$ cat config.mk
export PLATFORM = sky130hd
export DESIGN_NAME = cls_front_flat
export DESIGN_NICKNAME = d
export VERILOG_FILES = /design/src/rtl/cubic_lane_curve_sampler_macros.svh /design/src/rtl/cls_pkg.sv /design/src/rtl/cls_if.sv /design/src/rtl/cls_front.sv /design/src/flat_wrapper.sv
export SDC_FILE = /design/constraint.sdc
export NUM_CORES = 1
export LEC_CHECK = 0
export BUFFER_PORTS_ARGS = -buffer_cell sky130_fd_sc_hd__clkbuf_2
export CORE_UTILIZATION = 43
export CTS_CLUSTER_SIZE = 12
export DETAILED_ROUTE_END_ITERATION = 7
export PLACE_DENSITY = 0.77
export SLEW_MARGIN = 30
export SYNTH_ARGS = -nofsm -noshare
export SYNTH_HDL_FRONTEND = slang
export SYNTH_SLANG_ARGS = --single-unit
$ cat constraint.sdc
create_clock -name clk -period 5.9 [get_ports clk]
set_clock_uncertainty 0.05 [all_clocks]
set_input_delay 0.59 -clock clk [delete_from_list [all_inputs] [get_ports clk]]
set_output_delay 0.59 -clock clk [all_outputs]
set_load 0.02 [all_outputs]
$ cat src/rtl/cubic_lane_curve_sampler_macros.svh
// assertion macros shared by the lane curve sampler rtl
`ifndef CUBIC_LANE_CURVE_SAMPLER_MACROS_SVH
`define CUBIC_LANE_CURVE_SAMPLER_MACROS_SVH

// condition holds in the same cycle as the trigger
`define CLS_ASSERT_NOW(lbl, trig, cond, msg) \
	lbl: assert property (@(posedge clk) disable iff (!arst_n) (trig) |-> (cond)) \
		else $error(msg);

// condition holds in the cycle after the trigger
`define CLS_ASSERT_NEXT(lbl, trig, cond, msg) \
	lbl: assert property (@(posedge clk) disable iff (!arst_n) (trig) |=> (cond)) \
		else $error(msg);

`endif

$ cat src/rtl/cls_pkg.sv
// types, constants and arithmetic helpers of the lane curve sampler
`timescale 1ns / 1ps
`default_nettype none
package cls_pkg;

	localparam int SAMPLES   = 10;
	localparam int FRAC_BITS = 24;
	localparam int STEP_W    = 25;
	localparam int X_W       = 31;
	localparam int COEF_W    = 32;
	localparam int IDX_W     = (SAMPLES > 1) ? $clog2(SAMPLES) : 1;
	localparam int NUM_W     = 63 + FRAC_BITS;
	localparam int DEN_W     = 40;
	localparam int Q_W       = 63;

	localparam logic [STEP_W-1:0] STEP_RESET = 25'd2516582;
	localparam logic [63:0] SMAX = 64'h7FFF_FFFF_FFFF_FFFF;
	localparam logic signed [64:0] SMAX65 = 65'sh0_7FFF_FFFF_FFFF_FFFF;
	localparam logic signed [64:0] NMAX65 = -65'sh0_7FFF_FFFF_FFFF_FFFF;
	localparam logic signed [63:0] I32_MAX = 64'sh0000_0000_7FFF_FFFF;
	localparam logic signed [63:0] I32_MIN = -64'sh0000_0000_8000_0000;

	// config register indexes
	localparam logic REG_SAMPLE_STEP = 1'b0;

	// one sample request from front to back
	typedef struct packed {
		logic [X_W-1:0]           x;
		logic                     last;
		logic signed [COEF_W-1:0] c0;
		logic signed [COEF_W-1:0] c1;
		logic signed [COEF_W-1:0] c2;
		logic signed [COEF_W-1:0] c3;
	} sample_req_t;

	typedef struct packed {
		logic full;
		logic empty;
	} fifo_stat_t;

	typedef struct packed {
		logic             start;
		logic             narrow;
		logic [NUM_W-1:0] num;
		logic [DEN_W-1:0] den;
	} div_req_t;

	typedef struct packed {
		logic           busy;
		logic           done;
		logic [Q_W-1:0] quot;
	} div_rsp_t;

	// saturating 64-bit signed add, symmetric limits
	function automatic logic signed [63:0] sadd(input logic signed [63:0] a,
		input logic signed [63:0] b);
		logic signed [64:0] s;
		s = $signed({a[63], a}) + $signed({b[63], b});
		if (s > SMAX65) s = SMAX65;
		if (s < NMAX65) s = NMAX65;
		return s[63:0];
	endfunction

	// clamp to 32-bit signed
	function automatic logic signed [31:0] sat32(input logic signed [63:0] v);
		logic signed [31:0] r;
		r = v[31:0];
		if (v > I32_MAX) r = 32'sh7FFF_FFFF;
		if (v < I32_MIN) r = 32'sh8000_0000;
		return r;
	endfunction

endpackage
`default_nettype wire

$ cat src/rtl/cls_if.sv
// marker and point channel interfaces
`timescale 1ns / 1ps
`default_nettype none
interface cls_marker_if;
	import cls_pkg::*;
	logic                     valid;
	logic                     ready;
	logic signed [COEF_W-1:0] offset;
	logic signed [COEF_W-1:0] heading;
	logic signed [COEF_W-1:0] curvature_coef;
	logic signed [COEF_W-1:0] curvature_rate;
	modport source (output valid, offset, heading, curvature_coef, curvature_rate,
		input ready);
	modport sink (input valid, offset, heading, curvature_coef, curvature_rate,
		output ready);
endinterface

`default_nettype wire

$ cat src/rtl/cls_front.sv
// front end: takes markers and issues one sample request per point
`timescale 1ns / 1ps
`default_nettype none
module cls_front (
	input  wire logic                       clk,
	input  wire logic                       arst_n,
	cls_marker_if.sink                      marker,
	input  wire logic [cls_pkg::STEP_W-1:0] step,
	output logic                            push,
	output cls_pkg::sample_req_t            push_data,
	input  wire logic                       full
);
	import cls_pkg::*;

	logic                     busy_q;
	logic [IDX_W-1:0]         idx_q;
	logic [X_W-1:0]           x_q;
	logic [STEP_W-1:0]        step_q;
	logic signed [COEF_W-1:0] c0_q, c1_q, c2_q, c3_q;
	logic                     fire, last, take;

	// request handshake toward the queue
	assign last = (idx_q == IDX_W'(SAMPLES - 1));
	assign push = busy_q;
	assign fire = busy_q && !full;
	assign marker.ready = !busy_q || (fire && last);
	assign take = marker.valid && marker.ready;

	assign push_data = '{x: x_q, last: last, c0: c0_q, c1: c1_q, c2: c2_q, c3: c3_q};

	// sample sequencing control
	always_ff @(posedge clk or negedge arst_n) begin
		if (!arst_n) begin
			busy_q <= 1'b0;
			idx_q  <= '0;
		end else begin
			if (fire) begin
				if (last) busy_q <= 1'b0;
				idx_q <= idx_q + 1'b1;
			end
			if (take) begin
				busy_q <= 1'b1;
				idx_q  <= '0;
			end
		end
	end

	// coefficients and running x
	always_ff @(posedge clk) begin
		if (fire) x_q <= x_q + X_W'(step_q);
		if (take) begin
			x_q    <= '0;
			step_q <= step;
			c0_q   <= marker.offset;
			c1_q   <= marker.heading;
			c2_q   <= marker.curvature_coef;
			c3_q   <= marker.curvature_rate;
		end
	end

endmodule
`default_nettype wire

$ cat src/flat_wrapper.sv
// flat-port wrapper written by rule: the top's interface ports become plain ports
module cls_front_flat import cls_pkg::*;
  (clk, arst_n, step, push, push_data, full, marker_valid, marker_offset, marker_heading, marker_curvature_coef, marker_curvature_rate, marker_ready);
  cls_marker_if marker_i ();
  input  wire logic clk;
  input  wire logic arst_n;
  input  wire logic [cls_pkg::STEP_W-1:0] step;
  output logic push;
  output cls_pkg::sample_req_t push_data;
  input  wire logic full;
  input wire logic [$bits(marker_i.valid)-1:0] marker_valid;
  input wire logic [$bits(marker_i.offset)-1:0] marker_offset;
  input wire logic [$bits(marker_i.heading)-1:0] marker_heading;
  input wire logic [$bits(marker_i.curvature_coef)-1:0] marker_curvature_coef;
  input wire logic [$bits(marker_i.curvature_rate)-1:0] marker_curvature_rate;
  output wire logic [$bits(marker_i.ready)-1:0] marker_ready;
  assign marker_i.valid = marker_valid;
  assign marker_i.offset = marker_offset;
  assign marker_i.heading = marker_heading;
  assign marker_i.curvature_coef = marker_curvature_coef;
  assign marker_i.curvature_rate = marker_curvature_rate;
  assign marker_ready = marker_i.ready;
  cls_front u_core (.clk(clk), .arst_n(arst_n), .marker(marker_i), .step(step), .push(push), .push_data(push_data), .full(full));
endmodule
* After elaboration in Yosys (flattened, before gate mapping)
Index checks and enable logic that the tools add are counted.
Widths: inputs -> output; s select.
** Storage, ports and cells
- Register bits :: 189
- Bits in latches :: 0
- Bits in writable memories :: 0
- Memory bits (read-only) :: 0
- Input port bits :: 157
- Output and inout port bits :: 162
- Logic and storage cells :: 25
- Memories :: 0
** Cells by class
- $add $sub $neg :: 2
- Multipliers :: 0
- Divide/modulo/power cells :: 0
- $lt $le $gt $ge :: 0
- Equality and inequality tests :: 1
- Shift operators :: 0
- Mux-type cells :: 5
- Bitwise logic cells :: 0
- Reduce and logical (&&, ||, !) cells :: 9
** Operators by type and width (number)
- $add 31x25->31 :: 1
- $mux 4 :: 2
- $add 4x1->4 const B :: 1
- $eq 4x4->1 const B :: 1
- $reduce_bool 2->1 :: 2
- $logic_and 1x1->1 :: 3
- $mux 1 :: 3
- $logic_not 1->1 :: 2
- $reduce_and 2->1 :: 1
- $logic_or 1x1->1 :: 1

* Depth between registers and ports, before layout
Gate-level depths: netlist of run 1.
- Depth after elaboration :: 7
- Depth in mapped cells :: 9
- Mapped depth without buffers :: 9

* Worst setup path after synthesis of run 1
OpenSTA, ideal clock, no wires.
- Path type :: input -> register
- Start point :: in full
- End point :: reg u_core.c0_q[0], enable pin
- Setup time :: 577 ps
- Arrival :: 6041 ps
- Required time :: 5273 ps
- Setup slack :: -768 ps
- Stages on the path :: 4
- Path buffers :: 1
- Cell sequence :: o31ai_1 > nand2_1 > clkinv_1 > clkbuf_1
** On the way
- Cells in the longest elaborated chain, start to end :: 5
** RTL lines
- start: declaration :: line flat_wrapper.sv:10 : input wire logic full;
- $logic_not 1->1 :: line cls_front.sv:25 : assign fire = busy_q && !full;
- $logic_and 1x1->1 :: line cls_front.sv:25
- $logic_and 1x1->1 :: line cls_front.sv:26 : assign marker.ready = !busy_q || (fire && last);
- $logic_or 1x1->1 :: line cls_front.sv:26
- $logic_and 1x1->1 :: line cls_front.sv:27 : assign take = marker.valid && marker.ready;
- named net u_core.take :: line cls_front.sv:20 : logic fire, last, take;
- end signal: assignment :: line cls_front.sv:54 : c0_q <= marker.offset;
- end: declaration :: line cls_front.sv:19 : logic signed [COEF_W-1:0] c0_q, c1_q, c2_q, c3_q;
The timed path passes the listed nets, and every way through them passes these cells.
A chain may end at the register's enable or synchronous reset.

* Worst setup path after layout of run 1
- Start point :: reg u_core.idx_q[1]
- End point :: reg u_core.c1_q[22], enable pin
** On the way
- Cells in the longest elaborated chain, start to end :: 4
** RTL lines
- start: declaration :: line cls_front.sv:16 : logic [IDX_W-1:0] idx_q;
- start signal: assignment :: line cls_front.sv:39 : idx_q <= idx_q + 1'b1;
- $eq 4x4->1 :: line cls_front.sv:23 : assign last = (idx_q == IDX_W'(SAMPLES - 1));
- $logic_and 1x1->1 :: line cls_front.sv:26
- $logic_or 1x1->1 :: line cls_front.sv:26
- $logic_and 1x1->1 :: line cls_front.sv:27
- end signal: assignment :: line cls_front.sv:55 : c1_q <= marker.heading;
- end: declaration :: line cls_front.sv:19
No other way between the ends.

==> summary.md, run 1 <==
| Metric | Value |
|---|---|
| CTS H-Tree Depth | `4` |
| LEAKAGE | `4.17 nW` |
| Source-to-sink clock delay at the later pin of the worst-skew pair | `~0.43 ns` |
| Gate count after technology mapping | `497` |
| Remaining Overflow, GRT | `0` |
| Distinct cell type count after synthesis | `48` |
| Reg2Reg Depth | `7` |
| Cell Pwr Density | `about 450 nW/um^2` |
| Number of cells on the critical path | `7` |
| Height of the die | `132 microns` |
| Number of setup violations in the final report | `0` |
| RR Endpoint | `u_core.c1_q[22]` |
| Cell repeated most along the worst path | `nand2_1` |
| Hold bufs inserted after CTS | `1` |
| Share of cells above drive strength 1 | `0.432` |
| Number of antenna violations at the first check in global routing | `0` |
| Crit path cell chain | `inv_1 > ha_1 > nand2_1 > o31ai_1 > nand2_1 > inv_6 > buf_4` |
| Wire per inst | `17.6 microns` |
| R2r startpoint | `u_core.idx_q[1]` |
| Gate family responsible for the most delay along the worst path | `buffers and inverters` |
| Crit path capture type | `register` |
| Full die area | `approximately 17000 sq um` |
| Post-synthesis instance area | `7280 sq um` |
| Hold Vio Cnt, Final | `0` |
| Starting utilization of the core area | `0.439` |
| Placeable Area | `16600 sq um` |
| Clock tree from TritonCTS | `yes` |
| Required time reported for the critical path endpoint | `approximately 5.9 ns` |
| Relative area change from synthesis to final layout | `33.8%` |
| 1st-pass router iterations | `6` |
| Yosys reg bits | `189` |
| Run status | `finished, final reports clean` |
| Filler instances | `about 1400` |
| Via count | `5294` |
| Setup repair bufs after CTS | `0` |
| Sequential share of power | `0.407` |
| Largest area contributor in the synthesized netlist | `edfxtp_1` |
| Post-cts repair resize count | `0` |
| Peak fanout along the critical path | `roughly 110` |
| Critical path start-end classification | `reg2reg` |
| Setup repair after global routing missed its margin | `false` |
| Maximum number of pins on one net before global-route repair | `110` |
| Setup TNS | `0 ns` |
| Portion of total power attributed to the clock network | `0.264` |
| Achievable Freq | `0.309 GHz` |
| Clk Tree Root Cell | `clkbuf_16` |
| Startpoint class of the critical path | `register` |
| Count of input and output buffers | `318` |
| Global-route wire length before repair | `27400 microns` |
| Average cell area after synthesis | `14.6 sq um` |
| Capture point of the worst path | `u_core.c1_q[22]` |
| Clock-pin transition on the worst setup and hold timing paths | `approximately 0.080 ns` |
| Global routing usage summed across all routing layers | `0.212` |
| Diode count | `0` |
| Post-route minimum period | `around 3.2 ns` |
| Share of the synthesized area in the top cell type | `0.631` |
| Dominant cells by area after synthesis | `edfxtp_1 63%, dfxtp_1 8.5%, ha_1 4.6%, a21oi_1 3.6%, nand2_1 2.3%` |
| Net Count, Synth | `682` |
| Critical path arrival | `3.26 ns` |
| Max-slew headroom | `0.365` |
| Row Count | `47` |
| Worst setup slack for register-to-register paths | `approximately 2.7 ns` |
| Final worst path period share | `0.548` |
| Slowest cell on the critical path | `inv_6` |
| Max-slew violation count | `0` |
| Transition time at the pin with the least slew margin | `0.953 ns` |
| Library cell with the highest instance count after synthesis | `edfxtp_1` |
| Final standard cell utilization of the core | `0.587` |
| Post-synthesis sequential area ratio | `0.734` |
| Number of warnings reported in the yosys synthesis log | `0` |
| Delay of the slowest cell on the worst path | `0.79 ns` |
| Proportion of power drawn by combinational gates | `0.329` |
| Post-layout nets | `1010` |
| Placer Congestion | `0.893` |
| Number of global-route vias before repair | `approximately 5000` |
| CTS buffer count | `17` |
| Number of enable-type register cells in the synthesized netlist | `between 150 and 200` |
| # Max-Cap Violations | `0` |
| Min-delay worst type | `in2reg` |
| Die span in x | `132 microns` |
| Critical path buffer and inverter count | `3` |
| I/O Pins | `319` |
| P_int | `2.83 mW` |
| Switching part of the total power | `0.356` |
| Number of nets with antenna violations after detailed routing | `0` |
| Share of synthesized registers carrying an async set or reset | `0.0265` |
| Vias per std cell | `5.01` |
| First DRT Iteration DRCs | `294` |
| Routed wire length | `18600 microns` |
| Net load switching power | `about 1.6 mW` |
| Commonest register cell after synthesis | `edfxtp_1` |
| Leading cell types by count after synthesis | `153 x edfxtp_1, 53 x a21oi_1, 44 x nand2_1` |
| CTS sink cnt | `189` |
| Maximum number of buffers from clock root to sink | `2` |
| Peak supply drop | `249 uV` |
| Origin of the worst setup path | `u_core.idx_q[1]` |
| Dpl hpwl | `14200 microns` |
| Post-route DRC violation count | `0` |
## stage by stage
step	cell area, sq um	instances	setup WS (ns)	hold slack, ns	power (mW)
floorplan	7280	497	1.62	0.244	2.83
global placement	9110	1025	2.66	0.372	3.23
detailed placement	9110	1025	2.60	0.378	3.26
CTS	9740	1057	2.67	0.263	4.42
global route	9740	1057	2.34	0.257	4.63
finish	9740	1057	2.67	0.281	4.39
## state kept, by name (all words and copies together) (netlist names)
| name | cells |
|---|---|
| u_core.x_q | 31 |
| u_core.c0_q | 32 |
| u_core.idx_q | 4 |
| u_core.step_q | 25 |
| u_core.c2_q | 32 |
| u_core.c1_q | 32 |
| u_core.push | 1 |
| u_core.c3_q | 32 |
## cells by family (layout without fill, tap and decap cells)
logic type / count (synthesis) / in the layout / synth area share
muxes: 3 / 3 / 0.00413
DFF: 189 / 189 / 0.734
and+or+nand+nor: 110 / 110 / 0.0712
xor gates and xnor gates: 19 / 19 / 0.0229
AOI/OAI and AO/OA: 127 / 127 / 0.105
adders and majority gates: 28 / 28 / 0.0492
buffers and inverters: 21 / 361 / 0.0141
## how the worst min path moves through the flow
stage / slack [ns] / start / end / cells past startpoint
6_report: 0.28 / marker_curvature_rate[15] / u_core.c3_q[15] / 1
5_1_grt: 0.26 / marker_curvature_rate[0] / u_core.c3_q[0] / 1
4_1_cts: 0.26 / marker_curvature_rate[13] / u_core.c3_q[13] / 1
3_5_place_dp: 0.38 / arst_n / u_core.push / 1
3_3_place_gp: 0.37 / arst_n / u_core.push / 1
2_1_floorplan: 0.24 / arst_n / u_core.idx_q[0] / 0
## layout by cell type, fill, tap and decap left out, types with 4 or more instances in the layout
master | Yosys | routed
clkbuf_2 | 0 | 318
edfxtp_1 | 153 | 153
a21oi_1 | 53 | 53
nand2_1 | 44 | 44
dfxtp_1 | 31 | 31
o21ai_0 | 30 | 30
ha_1 | 27 | 27
nor2_1 | 20 | 20
clkbuf_16 | 0 | 17
nand3_1 | 11 | 11
a21o_1 | 11 | 11
xnor2_1 | 11 | 11
xor2_1 | 8 | 8
or3_1 | 7 | 7
clkinv_8 | 0 | 7
inv_1 | 6 | 6
and3_1 | 6 | 6
o211ai_1 | 5 | 5
nor3_1 | 5 | 5
dfrtp_1 | 5 | 5
o31ai_1 | 4 | 4
nand4_1 | 4 | 4
a31oi_1 | 4 | 4
buf_4 | 2 | 4
## metal layers
layer | vias up | global-route usage | wire length (microns)
met5 | - | 0 | 0
met4 | 0 | 0.0698 | 413
met3 | 23 | 0.0765 | 1230
met2 | 190 | 0.377 | 9810
met1 | 2528 | 0.235 | 7160
li1 | 2553 | - | -
## cell type report
type	instances	area (sq um)	share of cell area
clock buffers	17	425	0.0437
repair buffers	323	1630	0.167
multi-input cells	287	1840	0.189
inverters	7	31.3	0.00321
clock inverters	14	199	0.0204
flip-flops and latches	189	5340	0.548
well taps	220	275	0.0283
## power by group through the flow
stage | registers (mW) | clock network [mW] | logic [mW]
after floorplan | 1.99 | 0 | 0.839
after global placement | 1.81 | 0 | 1.42
after detailed placement | 1.82 | 0 | 1.44
after CTS | 1.79 | 1.18 | 1.45
after global routing | 1.81 | 1.22 | 1.60
final | 1.79 | 1.16 | 1.45
Note: power is estimated with default switching activity, not from simulation.
==> run 2, diff against run 1 <==
- ABC_AREA: not set -> 1
- CORE_UTILIZATION: 43 -> 49
- PLACE_DENSITY: 0.77 -> 0.8
- clock period: 5.9 -> 3.1 ns (I/O delays scaled with it)
==> run 2 against run 1 <==
  * First-iteration DRC count grew 62%
  * Register-to-register slack lost 1.7 ns
  * Worst setup slack lost 1.7 ns
  * Critical path depth grew 7
  * Design area grew 25%
  * Critical endpoint is now u_core.x_q[18]
==> summary.md, run 2 <==
| Metric | Value |
|---|---|
| Run status | `finished, final reports clean (unchanged)` |
| Leading cell types by count after synthesis | `196 x nand2_1, 153 x edfxtp_1, 127 x inv_1 (was 153 x edfxtp_1, 53 x a21oi_1, 44 x nand2_1)` |
| Portion of total power attributed to the clock network | `0.247 (was 0.264)` |
| Worst setup slack for register-to-register paths | `0.98 ns (was 2.67 ns)` |
| Placeable Area | `16100 sq um (was 16600 sq um)` |
| Pre-CTS setup slack | `1.05 ns (was 2.60 ns)` |
| Min-delay src | `step[1] (was marker_curvature_rate[15])` |
| Remaining Overflow, GRT | `0 (unchanged)` |
| Post-route minimum period | `2.12 ns (was 3.23 ns)` |
| CTS sink cnt | `189 (unchanged)` |
| Post-route non-filler standard cell count | `1491 (was 1057)` |
| Maximum number of buffers from clock root to sink | `2 (unchanged)` |
| RR Endpoint | `u_core.x_q[18] (was u_core.c1_q[22])` |
| Placer Congestion | `0.964 (was 0.893)` |
| Share of cells above drive strength 1 | `0.310 (was 0.432)` |
| Cell Pwr Density | `761 nW/um^2 (was 451 nW/um^2)` |
| Fin area | `12200 sq um (was 9740 sq um)` |
| Post-synthesis instance area | `8190 sq um (was 7280 sq um)` |
| Clock-pin transition on the worst setup and hold timing paths | `0.08 ns (about the same)` |
| Peak fanout along the critical path | `4 (was 109)` |
| Hold slack final | `0.0146 ns (was 0.281 ns)` |
| Number of warnings reported in the yosys synthesis log | `0 (unchanged)` |
| Most frequent cells in the layout | `318 x clkbuf_2, 196 x nand2_1, 153 x edfxtp_1 (was 318 x clkbuf_2, 153 x edfxtp_1, 53 x a21oi_1)` |
| Total power | `9.27 mW (was 4.39 mW)` |
| Crit path cell chain | `ha_1 > fa_1 > nand2_1 > nand2_1 > nand3_1 > nand2_1 > nand2_1 > nand2_1 > nand2_1 > nand2_1 > nand2_1 > nand3_1 > nand2_1 > inv_1 (was inv_1 > ha_1 > nand2_1 > o31ai_1 > nand2_1 > inv_6 > buf_4)` |
| Startpoint class of the critical path | `register (unchanged)` |
| Full die area | `17200 sq um (was 17500 sq um)` |
| Required time reported for the critical path endpoint | `3.39 ns (was 5.93 ns)` |
| Yosys reg bits | `189 (unchanged)` |
| Distinct cell type count after synthesis | `34 (was 48)` |
| # Max-Cap Violations | `0 (unchanged)` |
| Area after detailed placement | `10100 sq um (was 9110 sq um)` |
| Vias per std cell | `4.90 (was 5.01)` |
| Share of the synthesized area in the top cell type | `0.561 (was 0.631)` |
| Min-delay worst type | `in2reg (unchanged)` |
| Post-layout nets | `1446 (was 1010)` |
| Gate count after technology mapping | `780 (was 497)` |
| Relative area change from synthesis to final layout | `48.8% (was 33.8%)` |
| Setup repair after global routing missed its margin | `false (unchanged)` |
| Number of antenna violations at the first check in global routing | `1 (was 0)` |
| Row Count | `46 (was 47)` |
| Final worst path period share | `0.684 (was 0.548)` |
| Number of global-route vias before repair | `7354 (was 5002)` |
| Starting utilization of the core area | `0.508 (was 0.439)` |
| Crit path capture type | `register (unchanged)` |
| Die span in x | `131 microns (was 132 microns)` |
| Achievable Freq | `0.472 GHz (was 0.309 GHz)` |
| P_int | `5.57 mW (was 2.83 mW)` |
| Library cell with the highest instance count after synthesis | `nand2_1 (was edfxtp_1)` |
| Via count | `7303 (was 5294)` |
| Cell repeated most along the worst path | `nand2_1 (unchanged)` |
| Clk Tree Root Cell | `clkbuf_16 (unchanged)` |
| Slack of the critical path | `0.980 ns (was 2.67 ns)` |
| Slowest cell on the critical path | `fa_1 (was inv_6)` |
| Share of synthesized registers carrying an async set or reset | `0.0265 (unchanged)` |
| LEAKAGE | `5.78 nW (was 4.17 nW)` |
| Number of enable-type register cells in the synthesized netlist | `153 (unchanged)` |
| Leading cell type in the layout, fill and taps excluded | `clkbuf_2 (unchanged)` |
| Setup TNS | `0 ns (unchanged)` |
| Critical path start-end classification | `reg2reg (unchanged)` |
| Switching part of the total power | `0.399 (was 0.356)` |
| Gate family responsible for the most delay along the worst path | `simple AND/OR/NAND/NOR gates (was buffers and inverters)` |
| Reg2Reg Depth | `14 (was 7)` |
| Routed wire length | `26700 microns (was 18600 microns)` |
| Sequential share of power | `0.367 (was 0.407)` |
| Clock tree from TritonCTS | `yes (unchanged)` |
| 1st-pass router iterations | `5 (was 6)` |
| Global routing usage summed across all routing layers | `0.315 (was 0.212)` |
| I/O Pins | `319 (unchanged)` |
| Dominant cells by area after synthesis | `edfxtp_1 56%, nand2_1 9.0%, dfxtp_1 7.6%, inv_1 5.8%, ha_1 4.1% (was edfxtp_1 63%, dfxtp_1 8.5%, ha_1 4.6%, a21oi_1 3.6%, nand2_1 2.3%)` |
| R2r startpoint | `u_core.step_q[0] (was u_core.idx_q[1])` |
| CTS buffer count | `17 (unchanged)` |
| Post-cts repair resize count | `0 (unchanged)` |
| Hold Vio Cnt, Final | `0 (unchanged)` |
| Post-synthesis sequential area ratio | `0.652 (was 0.734)` |
| Number of setup violations in the final report | `0 (unchanged)` |
| Worst Hold Endpoint | `u_core.step_q[1] (was u_core.c3_q[15])` |
| Count of input and output buffers | `318 (unchanged)` |
| Height of the die | `131 microns (was 132 microns)` |
| Net load switching power | `3.70 mW (was 1.56 mW)` |
| Average cell area after synthesis | `10.5 sq um (was 14.6 sq um)` |
| CTS H-Tree Depth | `4 (unchanged)` |
| Critical path arrival | `2.41 ns (was 3.26 ns)` |
| Delay of the slowest cell on the worst path | `0.43 ns (was 0.79 ns)` |
| Setup repair bufs after CTS | `0 (unchanged)` |
| Post-route DRC violation count | `0 (unchanged)` |
| Peak supply drop | `445 uV (was 249 uV)` |
| Max-slew violation count | `0 (unchanged)` |
| Number of nets with antenna violations after detailed routing | `0 (unchanged)` |
| Global-route wire length before repair | `40500 microns (was 27400 microns)` |
| Hold bufs inserted after CTS | `148 (was 1)` |
| Net Count, Synth | `965 (was 682)` |
| First DRT Iteration DRCs | `477 (was 294)` |
| Final standard cell utilization of the core | `0.756 (was 0.587)` |
| Cell depth of the worst hold path | `1 (unchanged)` |
| Number of placed instances, taps included | `1310 (was 1025)` |
| Wire per inst | `17.9 microns (was 17.6 microns)` |
| Transition time at the pin with the least slew margin | `0.769 ns (was 0.953 ns)` |
| Proportion of power drawn by combinational gates | `0.385 (was 0.329)` |
| Source-to-sink clock delay at the later pin of the worst-skew pair | `0.44 ns (was 0.43 ns)` |
| Largest area contributor in the synthesized netlist | `edfxtp_1 (unchanged)` |
| Commonest register cell after synthesis | `edfxtp_1 (unchanged)` |
| Critical path buffer and inverter count | `1 (was 3)` |
| Dpl hpwl | `17200 microns (was 14200 microns)` |
| Max-slew headroom | `0.487 (was 0.365)` |
| Maximum number of pins on one net before global-route repair | `109 (was 110)` |
run 2: cell types whose count changed after synthesis, moves of 7 or more:
| cell | previous run | this run |
|---|---|---|
| nand2_1 | 44 | 196 |
| inv_1 | 6 | 127 |
| nor2_1 | 20 | 70 |
| a21oi_1 | 53 | 25 |
| nand3_1 | 11 | 39 |
| nor2_2 | 0 | 14 |
| o21ai_0 | 30 | 16 |
| nand2_2 | 0 | 12 |
| a21o_1 | 11 | 2 |
| xnor2_1 | 11 | 3 |
| or3_1 | 7 | 0 |
run 2: worst max path at each step:
stage	to	depth (start not counted)	slack, ns	start
global placement	u_core.x_q[18]	14	1.11	u_core.step_q[0]
floorplan	u_core.c0_q[0]	7	0.56	u_core.idx_q[1]
detailed placement	u_core.x_q[18]	14	1.05	u_core.step_q[0]
finish	u_core.x_q[18]	14	0.98	u_core.step_q[0]
CTS	u_core.x_q[18]	14	1.04	u_core.step_q[0]
global route	u_core.x_q[18]	14	0.79	u_core.step_q[0]
run 2: final cells by class:
| type | count | area [sq um] |
|---|---|---|
| Sequential cell | 189 | 5340 |
| Inverter | 130 | 488 |
| Tap cell | 216 | 270 |
| Clock buffer | 17 | 425 |
| Timing Repair Buffer | 472 | 3140 |
| Clock inverter | 15 | 198 |
| Fill cell | 1097 | 3930 |
| Multi-Input combinational cell | 451 | 2310 |
| Antenna cell | 1 | 2.50 |
run 2: power by group through the flow:
stage	combinational (mW)	sequential, mW	clock, mW
detailed placement	3.34	3.44	0
global placement	3.31	3.43	0
CTS	3.51	3.39	2.28
global route	3.96	3.45	2.41
floorplan	2.04	3.74	0
finish	3.57	3.40	2.29
run 2: logic make-up (layout without fill, tap and decap cells):
| group | count (synthesis) | in the layout | synth area share |
|---|---|---|---|
| buffers and inverters | 140 | 634 | 0.0655 |
| AO/OA/AOI/OAI | 53 | 53 | 0.0358 |
| flip-flops | 189 | 189 | 0.652 |
| XOR/XNOR | 15 | 15 | 0.0160 |
| other | 0 | 1 | 0 |
| adder cells (fa/ha/maj) | 28 | 28 | 0.0437 |
| AND/OR/NAND/NOR | 355 | 355 | 0.187 |
run 2: metal layers:
metal  up-vias  track usage  part of all wire
li1       3492            -                 -
met1      3361        0.357              0.37
met2       374        0.560              0.51
met3        76       0.0606             0.062
met4         0        0.168             0.053
met5         -            0                 0
run 2: worst register-to-register path, stage by stage (launching register included):
cell and delay, ns:
edfxtp_1 0.38, ha_1 0.22, fa_1 0.43, nand2_1 0.09, nand2_1 0.08, nand3_1 0.07
nand2_1 0.11, nand2_1 0.08, nand2_1 0.07, nand2_1 0.11, nand2_1 0.06, nand2_1 0.06
nand3_1 0.07, nand2_1 0.11, inv_1 0.04
